## config.mk

```make
export PLATFORM = sky130hd
export DESIGN_NAME = bft_front
export DESIGN_NICKNAME = d
export VERILOG_FILES = /design/src/rtl/bft_pkg.sv /design/src/rtl/bft_front.sv
export SDC_FILE = /design/constraint.sdc
export NUM_CORES = 1
export LEC_CHECK = 0
export ABC_AREA = 1
export BUFFER_PORTS_ARGS = -buffer_cell sky130_fd_sc_hd__buf_2
export CORE_MARGIN = 1
export CORE_UTILIZATION = 35
export CTS_CLUSTER_SIZE = 14
export DETAILED_ROUTE_END_ITERATION = 8
export MAX_ROUTING_LAYER = met4
export PLACE_DENSITY = 0.57
export REMOVE_ABC_BUFFERS = 1
export SETUP_SLACK_MARGIN = 0.4
export SKIP_CTS_REPAIR_TIMING = 1
export SLEW_MARGIN = 10
export SYNTH_ARGS = -nofsm -noshare
export SYNTH_HDL_FRONTEND = slang
export SYNTH_SLANG_ARGS = --single-unit
```

## constraint.sdc

```tcl
create_clock -name clock -period 34.9 [get_ports clock]
set_clock_uncertainty 0.2 [all_clocks]
set_input_delay 3.49 -clock clock [delete_from_list [all_inputs] [get_ports clock]]
set_output_delay 3.49 -clock clock [all_outputs]
set_load 0.02 [all_outputs]
```

## src/rtl/bft_pkg.sv

```systemverilog
// Shared types and constants for the boundary face table.
// No dependencies; imported by every module of the block.
package bft_pkg;

   localparam int TableDepthDefault = 1024;
   localparam int VertexBitsDefault = 20;
   localparam int FieldBits         = 20;
   localparam int CountBits         = 11;
   localparam int HitBits           = 4;
   localparam int IndexBits         = 10;

   localparam logic [1:0] CMD_CLEAR = 2'd0;
   localparam logic [1:0] CMD_ADD   = 2'd1;
   localparam logic [1:0] CMD_READ  = 2'd2;

   localparam logic [1:0] ST_OK   = 2'd0;
   localparam logic [1:0] ST_FULL = 2'd1;
   localparam logic [1:0] ST_OOR  = 2'd2;

   typedef struct packed {
      logic [1:0]           command;
      logic [FieldBits-1:0] corner_a;
      logic [FieldBits-1:0] corner_b;
      logic [FieldBits-1:0] corner_c;
      logic [FieldBits-1:0] corner_d;
      logic                 left_hand;
      logic [IndexBits-1:0] entry_index;
   } req_type;

   typedef struct packed {
      logic [1:0]           status;
      logic [FieldBits-1:0] face_low;
      logic [FieldBits-1:0] face_mid;
      logic [FieldBits-1:0] face_high;
      logic                 flipped;
      logic [HitBits-1:0]   hit_count;
      logic                 is_boundary;
      logic [CountBits-1:0] entries_used;
      logic [CountBits-1:0] boundary_total;
   } rsp_type;

   // One sorted face with its flip mark.
   typedef struct packed {
      logic [FieldBits-1:0] lo;
      logic [FieldBits-1:0] mid;
      logic [FieldBits-1:0] hi;
      logic                 flip;
   } face_type;

   // Classified work word handed from front to back.
   typedef struct packed {
      logic [1:0]           command;
      face_type [3:0]       faces;
      logic [IndexBits-1:0] entry_index;
   } job_type;

   // Three-element bubble sort matching the face ordering rule; swaps on equal.
   function automatic face_type sort_face(input logic [FieldBits-1:0] p,
                                          input logic [FieldBits-1:0] q,
                                          input logic [FieldBits-1:0] r,
                                          input logic hand);
      logic [FieldBits-1:0] v0, v1, v2, t;
      logic par;
      face_type f;
      v0 = p; v1 = q; v2 = r; par = hand;
      if (!(v0 < v1)) begin t = v0; v0 = v1; v1 = t; par = ~par; end
      if (!(v1 < v2)) begin t = v1; v1 = v2; v2 = t; par = ~par; end
      if (!(v0 < v1)) begin t = v0; v0 = v1; v1 = t; par = ~par; end
      f.lo = v0; f.mid = v1; f.hi = v2; f.flip = par;
      return f;
   endfunction

endpackage

```

## src/rtl/bft_front.sv

```systemverilog
// Front end: accepts request words, forms and sorts the four faces,
// and queues classified jobs. Depends on bft_pkg.
module bft_front #(
   parameter int VERTEX_BITS = bft_pkg::VertexBitsDefault
) (
   input  logic             clock,
   input  logic             reset,
   input  logic             req_push,
   output logic             req_full,
   input  bft_pkg::req_type req_data,
   output logic             job_valid,
   input  logic             job_take,
   output bft_pkg::job_type job_data
);
   import bft_pkg::*;

   localparam int QDepth = 2;

   job_type              q_ff [QDepth];
   logic                 wp_ff, wp_in, rp_ff, rp_in;
   logic [1:0]           cnt_ff, cnt_in;
   job_type              job_new;
   logic [FieldBits-1:0] a, b, c, d;
   logic                 do_push, do_pop;

   localparam logic [FieldBits-1:0] VMask = FieldBits'((64'd1 << VERTEX_BITS) - 64'd1);

   always_comb begin
      a = req_data.corner_a & VMask;
      b = req_data.corner_b & VMask;
      c = req_data.corner_c & VMask;
      d = req_data.corner_d & VMask;
      job_new.command     = req_data.command;
      job_new.entry_index = req_data.entry_index;
      job_new.faces[0]    = sort_face(d, c, b, req_data.left_hand);
      job_new.faces[1]    = sort_face(a, c, d, req_data.left_hand);
      job_new.faces[2]    = sort_face(a, d, b, req_data.left_hand);
      job_new.faces[3]    = sort_face(a, b, c, req_data.left_hand);
   end

   assign req_full  = (cnt_ff == 2'(QDepth));
   assign job_valid = (cnt_ff != 2'd0);
   assign job_data  = q_ff[rp_ff];
   assign do_push   = req_push && !req_full;
   assign do_pop    = job_take && job_valid;

   always_comb begin
      wp_in  = do_push ? ~wp_ff : wp_ff;
      rp_in  = do_pop ? ~rp_ff : rp_ff;
      cnt_in = cnt_ff + 2'(do_push) - 2'(do_pop);
   end

   always_ff @(posedge clock) begin
      if (reset) begin
         wp_ff  <= 1'b0;
         rp_ff  <= 1'b0;
         cnt_ff <= 2'd0;
      end else begin
         wp_ff  <= wp_in;
         rp_ff  <= rp_in;
         cnt_ff <= cnt_in;
      end
      if (do_push) q_ff[wp_ff] <= job_new;
   end

endmodule

```

**Word level (Yosys, flattened, before mapping)**

Memory sizes are Yosys's and may differ from the RTL's. A register that Yosys moved wholly into a read port is not among the register bits.
Cells that the tools add are included.

- Bitwise gates (word level): 11
- Reduce and logical (&&, ||, !) cells: 4
- Mux-type cells: 40
- Equal/unequal tests: 1
- Magnitude comparators: 12
- $add $sub $neg: 2

Operators with widths:

| cell | number |
|---|---|
| two-way mux 20 bit | 24 |
| less-than comparator 20 bit | 12 |
| two-way mux 1 bit | 16 |
| inverter 1 bit | 11 |
| adder 2 x 1 -> 2 bit | 1 |
| == test 2 bit, second input constant | 1 |
| logical AND 1 bit | 2 |
| nonzero test 2 bit | 1 |
| subtractor 2 x 1 -> 2 bit | 1 |
| logical NOT 1 bit | 1 |

- Bits in writable memories: 512
- Output and inout bits: 258
- Bits in registers: 4
- Memories: 1

Memories:

| name | depth | width | rd ports | clocked after memory_dff | write ports | RTL line | RTL |
|---|---|---|---|---|---|---|---|
| q_ff | 2 | 256 | 1 | 1 | 1 | bft_front.sv:19 | `job_type q_ff [QDepth];` |

**Longest topological paths before layout**

Gate-level depths: netlist (run 1).

- Word-level depth: 6
- Gate-level depth with buffers: 37

**Worst setup path before layout (run 1)**

Ideal clock, no wire load.

- Path type: input-to-reg
- From: input req_push
- To: memory q_ff[1][0] in the netlist's numbering, enable pin
- Cell stages on the path: 2
- Path buffers: 0
- Library setup time: 880 ps
- Path slack: 19518 ps
- Data arrival time: 14302 ps
- Data required time: 33820 ps
- Cell sequence: o21ai_0 nor2_1

- Word-level cells in the longest chain between the ends: 3

RTL lines:

| element | RTL line | RTL |
|---|---|---|
| start: declaration | bft_front.sv:8 | `input logic req_push,` |
| logical AND 1 bit | bft_front.sv:44 | `assign do_push = req_push && !req_full;` |
| two-way mux 1 bit | bft_front.sv:63 | `if (do_push) q_ff[wp_ff] <= job_new;` |
| two-way mux 1 bit (implied by the code) | bft_front.sv:63 |  |
| end: declaration | bft_front.sv:19 |  |

No other way between the ends.

==> run metrics, run 1 <==
CTS max path bufs 3; Setup Viol. Count Final 0; # rows 106; sequential area share after synthesis 51.6%; Int Pwr 1.61 mW; Comb power frac 41.8%; Synth area leader edfxtp_1; first-pass GRT wire length 141000 um; Cell variety after synth 37; part of the power in registers 35.3%; DR WL/cell about 22 um; max_cap viols 0; Layout area overhead 16.0%; Synth Register Bits around 520; leakage 14.8 nW; Crit Path Class input port to flip-flop; drt drc 0; Mean Syn Cell Area 9.99 um^2; DP Worst Slack 22.11 ns; setup ws final 22.56 ns; worst r2r dst q_ff[1][198]$_DFFE_PP_; initial core utilization 35.6%; Worst VDD drop 52.7 uV; worst path arrival time 12.61 ns; Worst Hold Class flip-flop to flip-flop; detailed placement HPWL about 74000 um; CP most frequent cell nand2_1; die width about 290 um; nets@finish between 3000 and 4000; TritonCTS clock tree done; clock network power share 22.9%; total power 2.65 mW; slowest stage delay, CP about 0.9 ns; RSZ-0062 raised after global routing false; vias in the first global route ~21000; Max Slew Vio Count 0; hold_sp rp_ff$_SDFFE_PP0P_; clock latency on the worst-skew pair roughly 0.64 ns; initial drt markers 1772; final core utilization between 40 and 50%; via count 22877; worst slew pin tran about 1.2 ns; outcome complete, no violations; Worst setup SP type input port; Data required, critical path ~35 ns; setup total negative slack 0 ns; worst r2r path cells 5; yosys warns 0; drt pass-1 iters 6; Hold Path Depth 2; Port Buf Inserts 354; Crit. End Element flip-flop; layout cells sized above 1 22.6%; Synth area leaders edfxtp_1 (51%), nand2_1 (11%), mux2_2 (9.6%), ha_1 (9.6%), o21ai_0 (5.4%); Vias/cell 5.08; Final Routed Wirelength 98500 um; overall routing resource usage 23.0%; Max Fclk 0.0810 GHz; clock-pin slew on the worst setup and hold paths 0.06 ns; crit path time final 12.34 ns; die area ~87000 um^2; post-route antenna net violation count 0; die height slightly below 300 um; io pins 355; grt ovf 0; slowest CP cell nor4b_2; R2R Path Start cnt_ff[1]$_SDFF_PP0_; most frequent cells in the layout nand2_1 (877), edfxtp_1 (512), buf_2 (354); Clk Tree Root Cell clkbuf_16; Yosys top cell area share about 50%; Net Sw Frac 39.3%; Inserted Clock Buffers 61; most common cell after layout, fill and taps aside nand2_1; Clock Sinks 517; FF-to-FF setup slack between 30 and 40 ns; Cells after Synth ~3000; Hold Fails Final Rpt 0; Psw 1.04 mW; Post-Syn Area around 30000 um^2; Final period util 35.4%; Pwr per Cell Area 76.2 nW/um^2; critical path peak fanout 49; htree depth 2; Rel. slew slack 20.7%; initial antenna violation count 22; gpl congestion 0.946; Placeable Area about 84000 um^2; largest net degree at the start of global routing 152
-- final cells by class --
| cell class | count | area [um^2] |
|---|---|---|
| repair buffers | 378 | 1980 |
| well taps | 1134 | 1420 |
| clock inverters | 36 | 332 |
| clock buffers | 71 | 1560 |
| diodes | 26 | 65.1 |
| multi-input cells | 2104 | 13000 |
| inverters | 241 | 905 |
| flip-flops and latches | 517 | 15500 |
| fillers | 8260 | 49500 |
-- stage by stage --
stage	area, um^2	hold slack [ns]	instances
finish	34800	0.285	4507
global route	34700	0.337	4502
CTS	34700	0.285	4481
detailed placement	32800	0.272	4374
global placement	32800	0.267	4374
floorplan	29300	0.254	2862
-- state kept, by name, indices dropped and copies added, names as in the netlist, named ones only --
| name | flops |
|---|---|
| wp_ff | 1 |
| cnt_ff | 2 |
| q_ff | 512 |
| rp_ff | 1 |
-- power groups by stage --
stage | Sequential, mW | Combinational [mW] | Clock, mW
after floorplan | 1.00 | 0.711 | 0
after global placement | 0.945 | 1.11 | 0
after detailed placement | 0.948 | 1.12 | 0
after CTS | 0.936 | 1.12 | 0.623
after global routing | 0.948 | 1.21 | 0.645
final | 0.935 | 1.11 | 0.607
-- metal layers --
metal / vias up / GRT usage [%] / routed length, um
li1: 11101 / - / -
met1: 10888 / 29.7 / 42500
met2: 754 / 36.2 / 45700
met3: 134 / 5.06 / 7640
met4: 0 / 6.64 / 2770
met5: - / - / 0
-- cell usage after synthesis --
cell,instances
a211oi_1,12
a21o_1,4
a21oi_1,94
a21oi_2,1
and2_1,4
buf_1,7
buf_2,22
buf_4,5
buf_6,12
clkbuf_1,91
dfxtp_1,5
edfxtp_1,512
ha_1,230
inv_1,239
inv_2,2
mux2_2,256
nand2_1,877
nand2_2,10
nand2_4,3
nand3_1,180
nand3_2,3
nand3_4,1
nand4_1,21
nor2_1,45
nor2_2,1
nor2b_1,1
nor3_1,4
nor3b_1,2
nor4_1,5
nor4b_1,3
o211ai_1,2
o21a_1,3
o21ai_0,323
o221ai_1,8
or2_2,2
xnor2_1,1
xor2_1,8
-- how the worst max path moves through the flow --
stage,startpoint,to,slack (ns),cells after the start
floorplan,req_push,q_ff[1][0]$_DFFE_PP_,19.52,2
global placement,req_data[38],q_ff[0][123]$_DFFE_PP_,22.08,32
detailed placement,req_data[46],q_ff[0][123]$_DFFE_PP_,22.11,30
CTS,req_data[46],q_ff[0][123]$_DFFE_PP_,22.77,30
global route,req_data[46],q_ff[0][110]$_DFFE_PP_,21.95,32
finish,req_data[26],q_ff[0][169]$_DFFE_PP_,22.56,31
-- logic make-up (layout without fill, tap and decap cells) --
kind of cell               count (synthesis)  in the layout  share of synthesized area [%]
and+or+nand+nor                         1162           1162                           15.9
DFF                                      517            517                           51.6
AOI/OAI and AO/OA                        447            447                           7.75
buffers and inverters                    378            726                           5.19
muxes                                    256            256                           9.62
adders and majority gates                230            230                           9.60
xor gates and xnor gates                   9              9                          0.263
other                                      0             26                              0
-- worst max-delay path, delay by kind of cell --
family | cells | cell delay, ns
AO/OA/AOI/OAI | 7 | 2.25
adder cells (fa/ha/maj) | 3 | 0.98
buffers and inverters | 7 | 1.84
AND/OR/NAND/NOR | 14 | 3.89
Power figures use the tool's default switching activity.
==> run 2: changes to the inputs <==
- PLACE_DENSITY: 0.57 -> 0.59
- clock period: 34.9 -> 11.2 ns (I/O delays scaled with it)
==> run 2 against run 1 <==
  * First-iteration DRC count is 15% higher
  * Hold slack gained 0.0058 ns
  * Via count is 0.35% higher
  * Power rose to 3.2 times the previous value
  * Utilization grew 0.064 points
  * Final cell count up 0.11%
  * Sequential cell count unchanged
  * Critical path depth fell by 2
  * Sequential share of layout area down 0.069 points
  * Wire length rose by 0.27%
==> run metrics, run 2 (synthesized netlist as in run 1, its figures left out) <==
outcome complete, no violations (unchanged); Hold Path Depth 2 (unchanged); clock-pin slew on the worst setup and hold paths 0.06 ns (about the same); die width 295 um (unchanged); Inserted Clock Buffers 59 (was 61); worst r2r dst q_ff[0][1]$_DFFE_PP_ (was q_ff[1][198]$_DFFE_PP_); Largest regs q_ff x512, cnt_ff x2 (unchanged); most frequent cells in the layout nand2_1 (877), edfxtp_1 (512), buf_2 (354) (unchanged); largest net degree at the start of global routing 141 (was 152); multi-input logic area 13000 um^2 (about the same); Vias/cell 5.09 (was 5.08); Pwr per Cell Area 240 nW/um^2 (was 76.2 nW/um^2); Data required, critical path 11.48 ns (was 35.17 ns); Sequential Area 15500 um^2 (unchanged); detailed placement HPWL 72900 um (was 73600 um); nets@finish 3628 (was 3630); Crit. End Element flip-flop (unchanged); first-pass GRT wire length 141000 um (about the same); initial antenna violation count 23 (was 22); Port Buf Inserts 354 (unchanged); Final Routed Wirelength 98800 um (was 98500 um); Clk Tree Root Cell clkbuf_16 (unchanged); RSZ-0062 raised after global routing false (unchanged); R2R Path Start cnt_ff[1]$_SDFF_PP0_ (unchanged); leakage 14.8 nW (about the same); Clock Sinks 517 (unchanged); die area 86800 um^2 (unchanged); FF-to-FF setup slack 8.14 ns (was 31.61 ns); initial drt markers 2034 (was 1772); worst path arrival time 10.90 ns (was 12.61 ns); drt pass-1 iters 7 (was 6); worst r2r path cells 5 (unchanged); die height 295 um (unchanged); max_cap viols 0 (unchanged); Hold WS 0.291 ns (was 0.285 ns); Layout area overhead 16.2% (was 16.0%); TritonCTS clock tree done (unchanged); CP startpoint req_data[18] (was req_data[26]); Setup Viol. Count Final 0 (unchanged); Placeable Area 84200 um^2 (unchanged); Worst Hold Class flip-flop to flip-flop (unchanged); most common cell after layout, fill and taps aside nand2_1 (unchanged); crit path time final 10.62 ns; slowest CP cell nor4b_1 (was nor4b_2); via count 22957 (was 22877); vias in the first global route 21191 (was 21481); # rows 106 (unchanged); Largest register FFs 512 (unchanged); final core utilization 41.3% (about the same); htree depth 2 (unchanged); Worst setup SP type input port (unchanged); Max Fclk 0.0942 GHz; io pins 355 (unchanged); initial core utilization 35.6% (unchanged); Rel. slew slack 10.7% (was 20.7%); Crit Path Class input port to flip-flop (unchanged); CTS max path bufs 3 (unchanged); CP endpoint q_ff[0][167]$_DFFE_PP_ (was q_ff[0][169]$_DFFE_PP_); grt ovf 0 (unchanged); post-route antenna net violation count 0 (unchanged); clock latency on the worst-skew pair 0.64 ns (about the same); gpl congestion 0.963 (was 0.946); Most flops, register q_ff (unchanged); Hold Fails Final Rpt 0 (unchanged); Final period util 94.8%; slowest stage delay, CP 1.13 ns (was 0.91 ns); drt drc 0 (unchanged); Worst VDD drop 179 uV (was 52.7 uV); CP most frequent cell nand2_1 (unchanged); critical path peak fanout 80 (was 49); overall routing resource usage 22.9% (was 23.0%); worst slew pin tran 1.32 ns (was 1.18 ns); Max Slew Vio Count 0 (unchanged); setup total negative slack 0 ns (unchanged); DR WL/cell 21.9 um (about the same); layout cells sized above 1 22.4% (was 22.6%); Fillers 8278 (was 8260)
==> run 2: power by group <==
| group | leakage [nW] | total [mW] | internal, mW | switching [mW] |
|---|---|---|---|---|
| sequential | 4.87 | 2.94 | 2.83 | 0.113 |
| combinational | 8.98 | 3.44 | 1.09 | 2.35 |
| clock | 0.947 | 1.97 | 1.17 | 0.801 |
| total | 14.8 | 8.35 | 5.09 | 3.27 |
==> run 2: stage by stage <==
stage	cell area (um^2)	worst slack, ns	power [mW]	cells
finish	34800	0.579	8.35	4512
detailed placement	32800	0.124	6.44	4374
global route	34800	0.446	8.81	4503
global placement	32800	-0.00943	6.41	4374
CTS	34700	0.760	8.43	4484
floorplan	29300	-1.81	5.34	2862
==> run 2: how the worst min path moves through the flow <==
| stage | from | endpoint | slack, ns |
|---|---|---|---|
| detailed placement | rp_ff$_SDFFE_PP0P_ | flip-flop | 0.28 |
| floorplan | rp_ff$_SDFFE_PP0P_ | flip-flop | 0.25 |
| CTS | rp_ff$_SDFFE_PP0P_ | rp_ff$_SDFFE_PP0P_ | 0.29 |
| global route | rp_ff$_SDFFE_PP0P_ | rp_ff$_SDFFE_PP0P_ | 0.35 |
| global placement | rp_ff$_SDFFE_PP0P_ | flip-flop | 0.27 |
| finish | rp_ff$_SDFFE_PP0P_ | rp_ff$_SDFFE_PP0P_ | 0.29 |
==> run 2: area by class of cell <==
type | count | share of cell area (%)
diodes | 28 | 0.201
clock buffers | 76 | 4.49
clock inverters | 34 | 1.14
inverters | 241 | 2.60
multi-input cells | 2104 | 37.4
flip-flops and latches | 517 | 44.5
well taps | 1134 | 4.08
repair buffers | 378 | 5.68
==> run 2: worst max-delay path, delay by kind of cell <==
family / cells / cell delay (ns)
and+or+nand+nor: 16 / 5.52
adders and majority gates: 3 / 1.03
buffers and inverters: 4 / 0.88
AOI/OAI and AO/OA: 6 / 2.28
==> run 2: routing by layer <==
layer	share of wire (%)	global-route usage [%]
met5	0	-
met4	2.7	6.57
met3	8.0	4.47
met2	46	36.1
met1	43	30.0
